`src/rtl/bdre_pkg.sv`:
```
package bdre_pkg;

  localparam logic [7:0]  FLAG_DELTA_BLOCK = 8'd1;
  localparam logic [15:0] COUNT_LIMIT      = 16'hFFFF;

  // One three-byte record: a run triple, or the block header with the
  // flag byte in value and the block length in count.
  typedef struct packed {
    logic [7:0]  value;
    logic [15:0] count;
    logic        eob;
  } rec_t;

  // The records caused by one request, in output order.
  typedef struct packed {
    rec_t a;
    logic has_b;
    rec_t b;
  } entry_t;

  typedef struct packed {
    logic   valid;
    entry_t entry;
  } push_t;

  typedef enum logic [2:0] {
    POS_VALUE = 3'b001,
    POS_LOW   = 3'b010,
    POS_HIGH  = 3'b100
  } pos_t;

endpackage

```
`src/rtl/bdre_stream_if.sv`:
```
interface bdre_in_if;
  logic        valid;
  logic        ready;
  logic [7:0]  old_byte;
  logic [7:0]  new_byte;
  logic        first_item;
  logic        last_item;
  logic [15:0] block_length;

  modport source (output valid, old_byte, new_byte, first_item, last_item, block_length,
                  input ready);
  modport sink (input valid, old_byte, new_byte, first_item, last_item, block_length,
                output ready);
endinterface

interface bdre_out_if;
  logic       valid;
  logic       ready;
  logic [7:0] out_byte;
  logic       end_of_block;

  modport source (output valid, out_byte, end_of_block, input ready);
  modport sink (input valid, out_byte, end_of_block, output ready);
endinterface

```
`src/rtl/bdre_front.sv`:
```
module bdre_front
  import bdre_pkg::*;
(
  input  logic     clk,
  input  logic     rst,
  bdre_in_if.sink  in_item,
  input  logic     full,
  output push_t    push
);

  logic [7:0]  run_value, run_value_next;
  logic [15:0] run_count, run_count_next;
  logic        in_block, in_block_next;
  logic [7:0]  diff;
  logic        accept;
  logic        has_a;
  logic        has_b;
  rec_t        rec_a;
  rec_t        rec_b;
  rec_t        rec_final;

  assign in_item.ready = !full;
  assign accept = in_item.valid && !full;
  assign diff = in_item.old_byte - in_item.new_byte;

  always_comb begin
    run_value_next = run_value;
    run_count_next = run_count;
    in_block_next  = in_block;
    has_a = 1'b0;
    has_b = 1'b0;
    rec_a = '0;
    rec_b = '0;
    rec_final = '0;
    if (in_item.first_item) begin
      has_a = 1'b1;
      rec_a = '{value: FLAG_DELTA_BLOCK, count: in_item.block_length, eob: 1'b0};
      run_value_next = diff;
      run_count_next = 16'd1;
      in_block_next  = 1'b1;
    end else if (in_block) begin
      if (diff == run_value && run_count != COUNT_LIMIT) begin
        run_count_next = run_count + 16'd1;
      end else begin
        has_a = 1'b1;
        rec_a = '{value: run_value, count: run_count, eob: 1'b0};
        run_value_next = diff;
        run_count_next = 16'd1;
      end
    end
    if (in_item.last_item && (in_item.first_item || in_block)) begin
      rec_final = '{value: run_value_next, count: run_count_next, eob: 1'b1};
      if (has_a) begin
        has_b = 1'b1;
        rec_b = rec_final;
      end else begin
        has_a = 1'b1;
        rec_a = rec_final;
      end
      run_value_next = 8'd0;
      run_count_next = 16'd0;
      in_block_next  = 1'b0;
    end
  end

  assign push.valid       = accept && has_a;
  assign push.entry.a     = rec_a;
  assign push.entry.has_b = has_b;
  assign push.entry.b     = rec_b;

  always_ff @(posedge clk) begin
    if (rst) begin
      run_value <= 8'd0;
      run_count <= 16'd0;
      in_block  <= 1'b0;
    end else if (accept) begin
      run_value <= run_value_next;
      run_count <= run_count_next;
      in_block  <= in_block_next;
    end
  end

endmodule

```
`src/rtl/bdre_queue.sv`:
```
module bdre_queue
  import bdre_pkg::*;
#(
  parameter int DEPTH = 4
) (
  input  logic   clk,
  input  logic   rst,
  input  push_t  push,
  output logic   full,
  output logic   not_empty,
  output entry_t head,
  input  logic   pop
);

  localparam int PTR_W = (DEPTH > 1) ? $clog2(DEPTH) : 1;
  localparam int CNT_W = $clog2(DEPTH + 1);

  entry_t             mem [DEPTH];
  logic [PTR_W-1:0]   wr_ptr;
  logic [PTR_W-1:0]   rd_ptr;
  logic [CNT_W-1:0]   fill;

  assign full      = (fill == CNT_W'(DEPTH));
  assign not_empty = (fill != '0);
  assign head      = mem[rd_ptr];

  always_ff @(posedge clk) begin
    if (push.valid) begin
      mem[wr_ptr] <= push.entry;
    end
  end

  always_ff @(posedge clk) begin
    if (rst) begin
      wr_ptr <= '0;
      rd_ptr <= '0;
      fill   <= '0;
    end else begin
      if (push.valid) begin
        wr_ptr <= (wr_ptr == PTR_W'(DEPTH - 1)) ? '0 : wr_ptr + PTR_W'(1);
      end
      if (pop) begin
        rd_ptr <= (rd_ptr == PTR_W'(DEPTH - 1)) ? '0 : rd_ptr + PTR_W'(1);
      end
      if (push.valid && !pop) begin
        fill <= fill + CNT_W'(1);
      end else if (pop && !push.valid) begin
        fill <= fill - CNT_W'(1);
      end
    end
  end

endmodule

```
`src/rtl/bdre_back.sv`:
```
module bdre_back
  import bdre_pkg::*;
(
  input  logic      clk,
  input  logic      rst,
  input  logic      not_empty,
  input  entry_t    head,
  output logic      pop,
  bdre_out_if.source out_item
);

  logic   busy;
  entry_t cur;
  logic   sel_b;
  pos_t   pos;
  rec_t   rec;
  logic   fire;
  logic   done;

  assign rec  = sel_b ? cur.b : cur.a;
  assign fire = busy && out_item.ready;
  assign done = fire && pos == POS_HIGH && (sel_b || !cur.has_b);
  assign pop  = not_empty && (!busy || done);

  assign out_item.valid = busy;

  always_comb begin
    unique case (pos)
      POS_VALUE: out_item.out_byte = rec.value;
      POS_LOW:   out_item.out_byte = rec.count[7:0];
      POS_HIGH:  out_item.out_byte = rec.count[15:8];
      default:   out_item.out_byte = rec.value;
    endcase
  end

  assign out_item.end_of_block = rec.eob && pos == POS_HIGH;

  always_ff @(posedge clk) begin
    if (pop) begin
      cur <= head;
    end
  end

  always_ff @(posedge clk) begin
    if (rst) begin
      busy  <= 1'b0;
      sel_b <= 1'b0;
      pos   <= POS_VALUE;
    end else if (pop) begin
      busy  <= 1'b1;
      sel_b <= 1'b0;
      pos   <= POS_VALUE;
    end else if (done) begin
      busy  <= 1'b0;
    end else if (fire) begin
      unique case (pos)
        POS_VALUE: pos <= POS_LOW;
        POS_LOW:   pos <= POS_HIGH;
        POS_HIGH: begin
          pos   <= POS_VALUE;
          sel_b <= 1'b1;
        end
        default:   pos <= POS_VALUE;
      endcase
    end
  end

endmodule

```
`src/rtl/byte_delta_rle_encoder_unit.sv`:
```
// Channel   Role    Fields
// in_item   sink    old_byte[8], new_byte[8], first_item, last_item, block_length[16]
// out_item  source  out_byte[8], end_of_block
//
// Requests are accepted while the group queue has room; the output emits one
// byte per cycle unless stalled, so each header or run triple is sent as three bytes.
// A request that closes a run and ends the block, or opens and ends it, gives six bytes.
// Reset is synchronous and clears the run state, the queue and the output stage.
// A stalled output holds its byte; up to QUEUE_DEPTH groups of records buffer input.
module byte_delta_rle_encoder_unit
  import bdre_pkg::*;
#(
  parameter int QUEUE_DEPTH = 4
) (
  input  logic       clk,
  input  logic       rst,
  bdre_in_if.sink    in_item,
  bdre_out_if.source out_item
);

  push_t  push;
  logic   full;
  logic   not_empty;
  entry_t head;
  logic   pop;

  bdre_front u_front (
    .clk     (clk),
    .rst     (rst),
    .in_item (in_item),
    .full    (full),
    .push    (push)
  );

  bdre_queue #(
    .DEPTH (QUEUE_DEPTH)
  ) u_queue (
    .clk       (clk),
    .rst       (rst),
    .push      (push),
    .full      (full),
    .not_empty (not_empty),
    .head      (head),
    .pop       (pop)
  );

  bdre_back u_back (
    .clk       (clk),
    .rst       (rst),
    .not_empty (not_empty),
    .head      (head),
    .pop       (pop),
    .out_item  (out_item)
  );

endmodule

```
`src/flat_wrapper.sv`:
```
// flat-port wrapper written by rule: the top's interface ports become plain ports
module byte_delta_rle_encoder_unit_flat import bdre_pkg::*;
#(
  parameter int QUEUE_DEPTH = 4
)
  (clk, rst, in_item_valid, in_item_old_byte, in_item_new_byte, in_item_first_item, in_item_last_item, in_item_block_length, in_item_ready, out_item_valid, out_item_out_byte, out_item_end_of_block, out_item_ready);
  bdre_in_if in_item_i ();
  bdre_out_if out_item_i ();
  input  logic clk;
  input  logic rst;
  input wire logic [$bits(in_item_i.valid)-1:0] in_item_valid;
  input wire logic [$bits(in_item_i.old_byte)-1:0] in_item_old_byte;
  input wire logic [$bits(in_item_i.new_byte)-1:0] in_item_new_byte;
  input wire logic [$bits(in_item_i.first_item)-1:0] in_item_first_item;
  input wire logic [$bits(in_item_i.last_item)-1:0] in_item_last_item;
  input wire logic [$bits(in_item_i.block_length)-1:0] in_item_block_length;
  output wire logic [$bits(in_item_i.ready)-1:0] in_item_ready;
  output wire logic [$bits(out_item_i.valid)-1:0] out_item_valid;
  output wire logic [$bits(out_item_i.out_byte)-1:0] out_item_out_byte;
  output wire logic [$bits(out_item_i.end_of_block)-1:0] out_item_end_of_block;
  input wire logic [$bits(out_item_i.ready)-1:0] out_item_ready;
  assign in_item_i.valid = in_item_valid;
  assign in_item_i.old_byte = in_item_old_byte;
  assign in_item_i.new_byte = in_item_new_byte;
  assign in_item_i.first_item = in_item_first_item;
  assign in_item_i.last_item = in_item_last_item;
  assign in_item_i.block_length = in_item_block_length;
  assign in_item_ready = in_item_i.ready;
  assign out_item_valid = out_item_i.valid;
  assign out_item_out_byte = out_item_i.out_byte;
  assign out_item_end_of_block = out_item_i.end_of_block;
  assign out_item_i.ready = out_item_ready;
  byte_delta_rle_encoder_unit #(.QUEUE_DEPTH(QUEUE_DEPTH)) u_core (.clk(clk), .rst(rst), .in_item(in_item_i), .out_item(out_item_i));
endmodule
```
`config.mk`:
```
export PLATFORM = sky130hd
export DESIGN_NAME = byte_delta_rle_encoder_unit_flat
export DESIGN_NICKNAME = d
export VERILOG_FILES = /design/src/rtl/bdre_pkg.sv /design/src/rtl/bdre_stream_if.sv /design/src/rtl/bdre_front.sv /design/src/rtl/bdre_queue.sv /design/src/rtl/bdre_back.sv /design/src/rtl/byte_delta_rle_encoder_unit.sv /design/src/flat_wrapper.sv
export SDC_FILE = /design/constraint.sdc
export NUM_CORES = 1
export LEC_CHECK = 0
export ABC_AREA = 1
export BUFFER_PORTS_ARGS = -buffer_cell sky130_fd_sc_hd__buf_2
export CAP_MARGIN = 25
export CORE_ASPECT_RATIO = 1.75
export CORE_MARGIN = 8
export CORE_UTILIZATION = 38
export DETAILED_ROUTE_END_ITERATION = 8
export GPL_ROUTABILITY_DRIVEN = 0
export PLACE_DENSITY = 0.59
export SLEW_MARGIN = 20
export SYNTH_ARGS = -nofsm -noshare
export SYNTH_HDL_FRONTEND = slang
export SYNTH_SLANG_ARGS = --single-unit
export TNS_END_PERCENT = 10
```
`constraint.sdc`:
```
create_clock -name clk -period 10.15 [get_ports clk]
set_input_delay 0 -clock clk [delete_from_list [all_inputs] [get_ports clk]]
set_output_delay 0 -clock clk [all_outputs]
set_load 0.005 [all_outputs]
```
==> metrics, run 1 <==
status=finished clean; number of iterations in the first detailed-routing pass=5; Starting Density=about two fifths; gr usage total=between 10 and 15%; worst setup path start=u_core.u_front.in_block; DRC=0; distinct cell type count after synthesis=42; clock skew=0.0173 ns; initial antenna violation count=0; nets=roughly 1,300; clk_lat worst skew=around 0.53 ns; Core ar.=between 30,000 and 40,000 um2; DR vias=roughly 8,400; reg-to-reg startpoint=u_core.u_front.in_block; Yosys reg bits=approximately 290; Hold/Removal Path Class=in -> reg; MaxCap Viol Count=0; Startpoint Class=flop; via/cell ratio=between 5 and 6; Slew Limit Fails=0; Antenna Cells=0; Worst-Margin Slew=roughly 0.98 ns; first-pass GRT wire length=between 40,000 and 50,000 um; Compound-Gate Fraction of Synth Area=a little under an eighth; CP Class=reg -> reg; post-layout min period=approximately 3.5 ns; largest family of logic cells by synthesized area=simple AND/OR/NAND/NOR gates; die area=a little under 40,000 um2; Async SR Flop Fraction=0%; Crit. End Element=flop; ys flop type=edfxtp_1; Fmax=between 0.2 and 0.3 GHz; post-CTS sizing=0; crit path DAT=3.89 ns; CTS sink cnt=between 200 and 300; Post-synth EDFFs=250; Synth Area in XOR/XNOR=under 10%; syn avg cell area=approximately 11 um2; Cells after Synth=around 1,100; setup_tns=0 ns; die height=between 200 and 300 um; Iter 0 DRT Violations=approximately 480; Max IR drop VDD=143 uV; Seq/Total Area, Yosys=around two thirds; Syn. warnings=0; Setup WS pre-CTS=roughly 6.5 ns; DPL Wire Length=17,700 um; endpoints failing setup=0; clock slew at reported path FFs=0.07 ns; RSZ-0062 raised after global routing=false; WP data required=between 10 and 15 ns; post-CTS setup buffer count=0; total CTS buffers=25; total global routing overflow=0; DR WL/cell=~17 um; IO buf count=48; Final period util=~34%; CTS tree=built; final hold violations=0; I/O pin cnt=between 40 and 50; root buf cell=clkbuf_16; antenna viol nets, final=0; post-synthesis cell area=~12,000 um2; relative slew slack=about a third; vias in the first global route=between 8,000 and 9,000; Fillers=2,982; DIE WIDTH=roughly 150 um; hold_buf cts=21; pwr/cell area=234 nW/um2; mux cell area share after synthesis=less than 1%; Layout area overhead=14.9%; simple-gate share of the synthesized area=around 15%; Rows=87; H-tree depth=1; post-synthesis adder-cell area fraction=under 10%; share of layout cells above drive strength 1=10.2%; Hold Crit Start=in_item_new_byte[0]; Post-Route WL=28,100 um; Leakage Power=between 5 and 6 nW; CP max FO=15; maximum number of pins on one net before global-route repair=approximately 80; CTS Buffer Depth=3; setup ws final=6.66 ns
==> final timing paths <==
| path | endpoint | depth (start not counted) | slack (ns) |
|---|---|---|---|
| worst max-delay path | u_core.u_queue.fill[2] | 14 | 6.66 |
| worst min-delay path | u_core.u_front.run_value[0] | 5 | 0.05 |
| worst max register to register | u_core.u_queue.fill[2] | 14 | 6.66 |
| worst min register to register | u_core.u_queue.fill[2] | 2 | 0.49 |
==> final cells by class <==
| cell class | count | area, um2 | share of cell area (%) |
|---|---|---|---|
| Tap cell | 400 | 500 | 3.52 |
| Sequential cell | 287 | 8250 | 58.0 |
| Timing Repair Buffer | 82 | 548 | 3.86 |
| Clock buffer | 27 | 633 | 4.46 |
| Clock inverter | 17 | 123 | 0.863 |
| Multi-Input combinational cell | 782 | 3890 | 27.4 |
| Inverter | 70 | 263 | 1.85 |
==> metal layers <==
layer / part of all wire [%] / vias to the layer above / GRT usage [%] / wire, um
li1: - / 4164 / - / -
met1: 40 / 4053 / 15.5 / 11200
met2: 54 / 169 / 28.1 / 15200
met3: 3.1 / 46 / 1.27 / 869
met4: 3.0 / 0 / 5.94 / 833
met5: 0 / - / 0 / 0
==> cell families after synthesis <==
logic type | Yosys count
other | 1
flip-flops | 287
buffers and inverters | 127
AND/OR/NAND/NOR | 445
AO/OA/AOI/OAI | 244
multiplexers | 1
XOR/XNOR | 15
adder cells (fa/ha/maj) | 17
==> Yosys cell counts (11+ instances only) <==
master / number / area (um2)
a21oi_1: 43 / 215
clkbuf_1: 47 / 176
dfxtp_1: 37 / 741
edfxtp_1: 250 / 7510
ha_1: 15 / 188
inv_1: 67 / 251
nand2_1: 211 / 792
nand3_1: 43 / 215
nand4_1: 14 / 87.6
nor2_1: 152 / 571
o21ai_0: 116 / 581
o22ai_1: 50 / 313
xor2_1: 11 / 96.3
==> through the flow <==
step	cells	util (%)	power, mW	hold slack [ns]	area (um2)
final	1665	44.3	3.32	0.0496	14200
after global routing	1665	44.3	3.51	0.0984	14200
after CTS	1665	44.3	3.37	0.0242	14200
after detailed placement	1600	41.2	2.48	0.257	13200
after global placement	1600	41.2	2.46	0.261	13200
after floorplan	1196	-	2.18	0.116	12600
==> placed cells by master, fill, tap and decap left out, types with 2 or more instances in the layout <==
cell type / netlist / layout
a21oi_1: 43 / 43
a21oi_2: 5 / 5
a221o_1: 8 / 8
a22o_1: 8 / 8
a22oi_1: 2 / 2
buf_2: 3 / 48
buf_4: 2 / 13
clkbuf_1: 47 / 2
clkbuf_16: 0 / 25
clkinv_1: 2 / 8
clkinv_2: 0 / 6
clkinvlp_4: 0 / 2
conb_1: 1 / 60
dfxtp_1: 37 / 36
dlygate4sd3_1: 0 / 21
edfxtp_1: 250 / 250
fa_1: 2 / 2
ha_1: 15 / 15
inv_1: 67 / 65
inv_2: 1 / 3
nand2_1: 211 / 211
nand2_2: 6 / 6
nand2_4: 2 / 2
nand3_1: 43 / 43
nand3b_1: 2 / 2
nand4_1: 14 / 14
nor2_1: 152 / 147
nor2_2: 2 / 2
nor2_4: 4 / 9
nor3_1: 4 / 2
nor3_2: 0 / 2
nor4_1: 2 / 2
o211ai_1: 5 / 5
o21ai_0: 116 / 116
o21ai_1: 4 / 4
o22ai_1: 50 / 50
xnor2_1: 4 / 4
xor2_1: 11 / 11
==> worst max-delay path: stages, from the launching register on <==
cell and delay (ns):
dfxtp_1 0.63, clkinv_1 0.45, a21oi_1 0.24, buf_4 0.24, inv_1 0.11, nand3_1 0.13
nand2_1 0.30, inv_1 0.17, ha_1 0.15, inv_1 0.07, fa_1 0.44, a21oi_1 0.14
o21ai_0 0.10, o21ai_0 0.15, a21oi_1 0.05
==> sequential cells by signal, indices dropped and copies added, names as in the netlist <==
register	cells
u_core.u_back.cur	50
u_core.u_back.out_item.valid	1
u_core.u_back.pos	3
u_core.u_back.sel_b	1
u_core.u_front.in_block	1
u_core.u_front.run_count	16
u_core.u_front.run_value	8
u_core.u_queue.fill	3
u_core.u_queue.mem	200
u_core.u_queue.rd_ptr	2
u_core.u_queue.wr_ptr	2
==> report_power, final <==
group / switching (mW) / total (mW) / internal (mW)
logic: 0.569 / 0.805 / 0.236
registers: 0.0775 / 1.63 / 1.55
clock network: 0.412 / 0.891 / 0.479
total: 1.06 / 3.32 / 2.27
(Power assumes the default switching activity.)
==> run 2: changes to the inputs <==
- ABC_AREA: 1 -> 0
- PLACE_DENSITY: 0.59 -> 0.61
- clock period: 10.15 -> 3.1 ns (I/O delays scaled with it)
==> run 2 against run 1 <==
Die area decreased by 2.5%. Area after synthesis decreased by 2.8%. Sequential share of layout area decreased by 1.5 points. Sequential power increased to 3.2 times the previous value. Flip-flop and latch count unchanged. Routed wire length decreased by 5.1%. Final cell count decreased by 17%. Clock skew decreased by 0.010 ns. Register-to-register slack got worse by 6.6 ns. Clock power increased to 3.1 times the previous value.
==> metrics, run 2 <==
relative slew slack=approximately half; nets=between 1,000 and 1,500; DIE WIDTH=between 150 and 200 um; initial antenna violation count=0; die height=~250 um; gr usage total=between 10% and 20%; largest registers=u_core.u_queue.mem (200), u_core.u_back.cur (50), u_core.u_front.run_count (16); distinct cell type count after synthesis=62; endpoints failing setup=0; clock skew=~0.0068 ns; Antenna Cells=0; Syn. warnings=0; max reg flops=200; CTS tree=built; most common library cell in the layout ignoring fill and taps=edfxtp_1; total CTS buffers=24; Hold/Removal Path Class=in -> reg; Max IR drop VDD=around 460 uV; H-tree depth=1; DPL Wire Length=around 19,000 um; DR vias=roughly 7,000; Worst-Margin Slew=roughly 0.77 ns; Leakage Power=a little over 5 nW; CP max FO=5; DR WL/cell=19.3 um; Crit. End Element=flop; Seq/Total Area, Yosys=between 60% and 70%; final core occ=46.6%; worst reg2reg path depth=13; DRC=0; most frequent cell after synthesis=edfxtp_1; Rows=between 80 and 90; CP Class=reg -> reg; CTS sink cnt=287; Final period util=between 90% and 100%; synth top area cells=edfxtp_1, mux4_2, dfxtp_1; via/cell ratio=5.13; post-layout min period=2.99 ns; number of iterations in the first detailed-routing pass=5; status=finished clean; worst setup path start=u_core.u_front.run_value[6]; Core ar.=between 30,000 and 40,000 um2; MaxCap Viol Count=0; Iter 0 DRT Violations=511; first-pass GRT wire length=41,900 um; share of layout cells above drive strength 1=around 24%; Fmax=approximately 0.33 GHz; Post-Route WL=roughly 27,000 um; Fillers=roughly 2,700; Hold Crit Depth=3; Starting Density=38.4%; die area=between 30,000 and 40,000 um2; Post-synth EDFFs=250; ys flop type=edfxtp_1; post-synthesis cell area=12,000 um2; WP data required=between 3 and 4 ns; syn avg cell area=15.6 um2; IO buf count=48; clk_lat worst skew=about 0.52 ns; Hold Crit Start=in_item_first_item; CTS Buffer Depth=3; Startpoint Class=flop; maximum number of pins on one net before global-route repair=53; vias in the first global route=7,481; final hold violations=0; Async SR Flop Fraction=0%; Cells after Synth=approximately 770; Biggest register=u_core.u_queue.mem; top cell type's share of synthesized area=a little over three fifths; setup_tns=0 ns; area leader, netlist=edfxtp_1; pwr/cell area=a little under 700 nW/um2; Yosys reg bits=approximately 290; root buf cell=clkbuf_16; Slew Limit Fails=0; I/O pin cnt=49; antenna viol nets, final=0; Layout area overhead=21.3%; crit path DAT=~3.4 ns; most frequent cells in the layout=edfxtp_1, buf_4, conb_1; clock slew at reported path FFs=~0.070 ns; total global routing overflow=0; reg-to-reg startpoint=u_core.u_front.run_value[6]; Commonest cells post-synth=edfxtp_1, nor2_1, mux4_2
==> run 2: path summary, 6_finish.rpt <==
kind / slack, ns / end
min: 0.07 / u_core.u_front.in_block
max: 0.11 / u_core.u_queue.fill[2]
max reg2reg: 0.11 / u_core.u_queue.fill[2]
min reg2reg: 0.50 / u_core.u_front.run_count[1]
==> run 2: worst max-delay path, cell delays in order, from the launching register on <==
cell and delay (ns):
dfxtp_2 0.34, xor2_2 0.21, nand2b_1 0.09, a311o_1 0.26, or4_4 0.51, nor4_4 0.29
buf_6 0.18, a31oi_4 0.11, ha_4 0.19, inv_2 0.05, fa_2 0.18, xor2_1 0.07
or3_1 0.31, a21oi_1 0.14
==> run 2: timing repair <==
item	4_1_cts	5_1_grt
endpoints found under the setup margin	10	45
gates resized for setup	3	5
hold buffers	20	0
pin swaps	0	6
endpoints found under the hold margin	81	0
buffers inserted	0	0
==> run 2: cell type report <==
type | instances | area, um2 | area share [%]
repair buffers | 151 | 1220 | 8.34
multi-input cells | 475 | 3810 | 26.1
clock buffers | 37 | 681 | 4.67
clock inverters | 6 | 30.0 | 0.206
flip-flops and latches | 287 | 8250 | 56.6
well taps | 396 | 495 | 3.40
inverters | 27 | 101 | 0.695
==> run 2: logic make-up after synthesis <==
kind of cell / count (synthesis) / synth area share [%]
xor+xnor: 23 / 1.79
other cells: 1 / 0.0312
flops: 287 / 68.6
fa+ha+maj: 17 / 1.89
simple gates: 185 / 7.68
mux: 60 / 10.2
buf+inv: 66 / 2.10
compound gates: 130 / 7.72
==> run 2: where the power goes <==
part | switching, mW | leakage, nW | internal (mW)
Sequential | 0.303 | 2.61 | 4.93
Combinational | 1.09 | 2.09 | 1.01
Clock | 1.27 | 0.352 | 1.51
==> run 2: layer usage <==
layer | track usage (%) | up-vias | routed length (um) | share of wire (%)
li1 | - | 3349 | - | -
met4 | 6.86 | 0 | 1100 | 4.1
met1 | 15.5 | 3517 | 10200 | 38
met2 | 27.0 | 154 | 14600 | 55
met3 | 1.37 | 61 | 706 | 2.6
met5 | 0 | - | 0 | 0
==> run 2: per-stage QoR <==
step	instance area, um2	worst slack, ns	hold WS, ns	total power [mW]	cells
global route	14600	-0.00491	0.0920	10.6	1379
floorplan	12300	-0.283	0.198	6.62	828
CTS	14600	0.000524	0.0385	10.2	1380
detailed placement	13600	-0.304	0.397	7.45	1317
finish	14600	0.109	0.0686	10.1	1379
global placement	13600	-0.291	0.377	7.40	1317
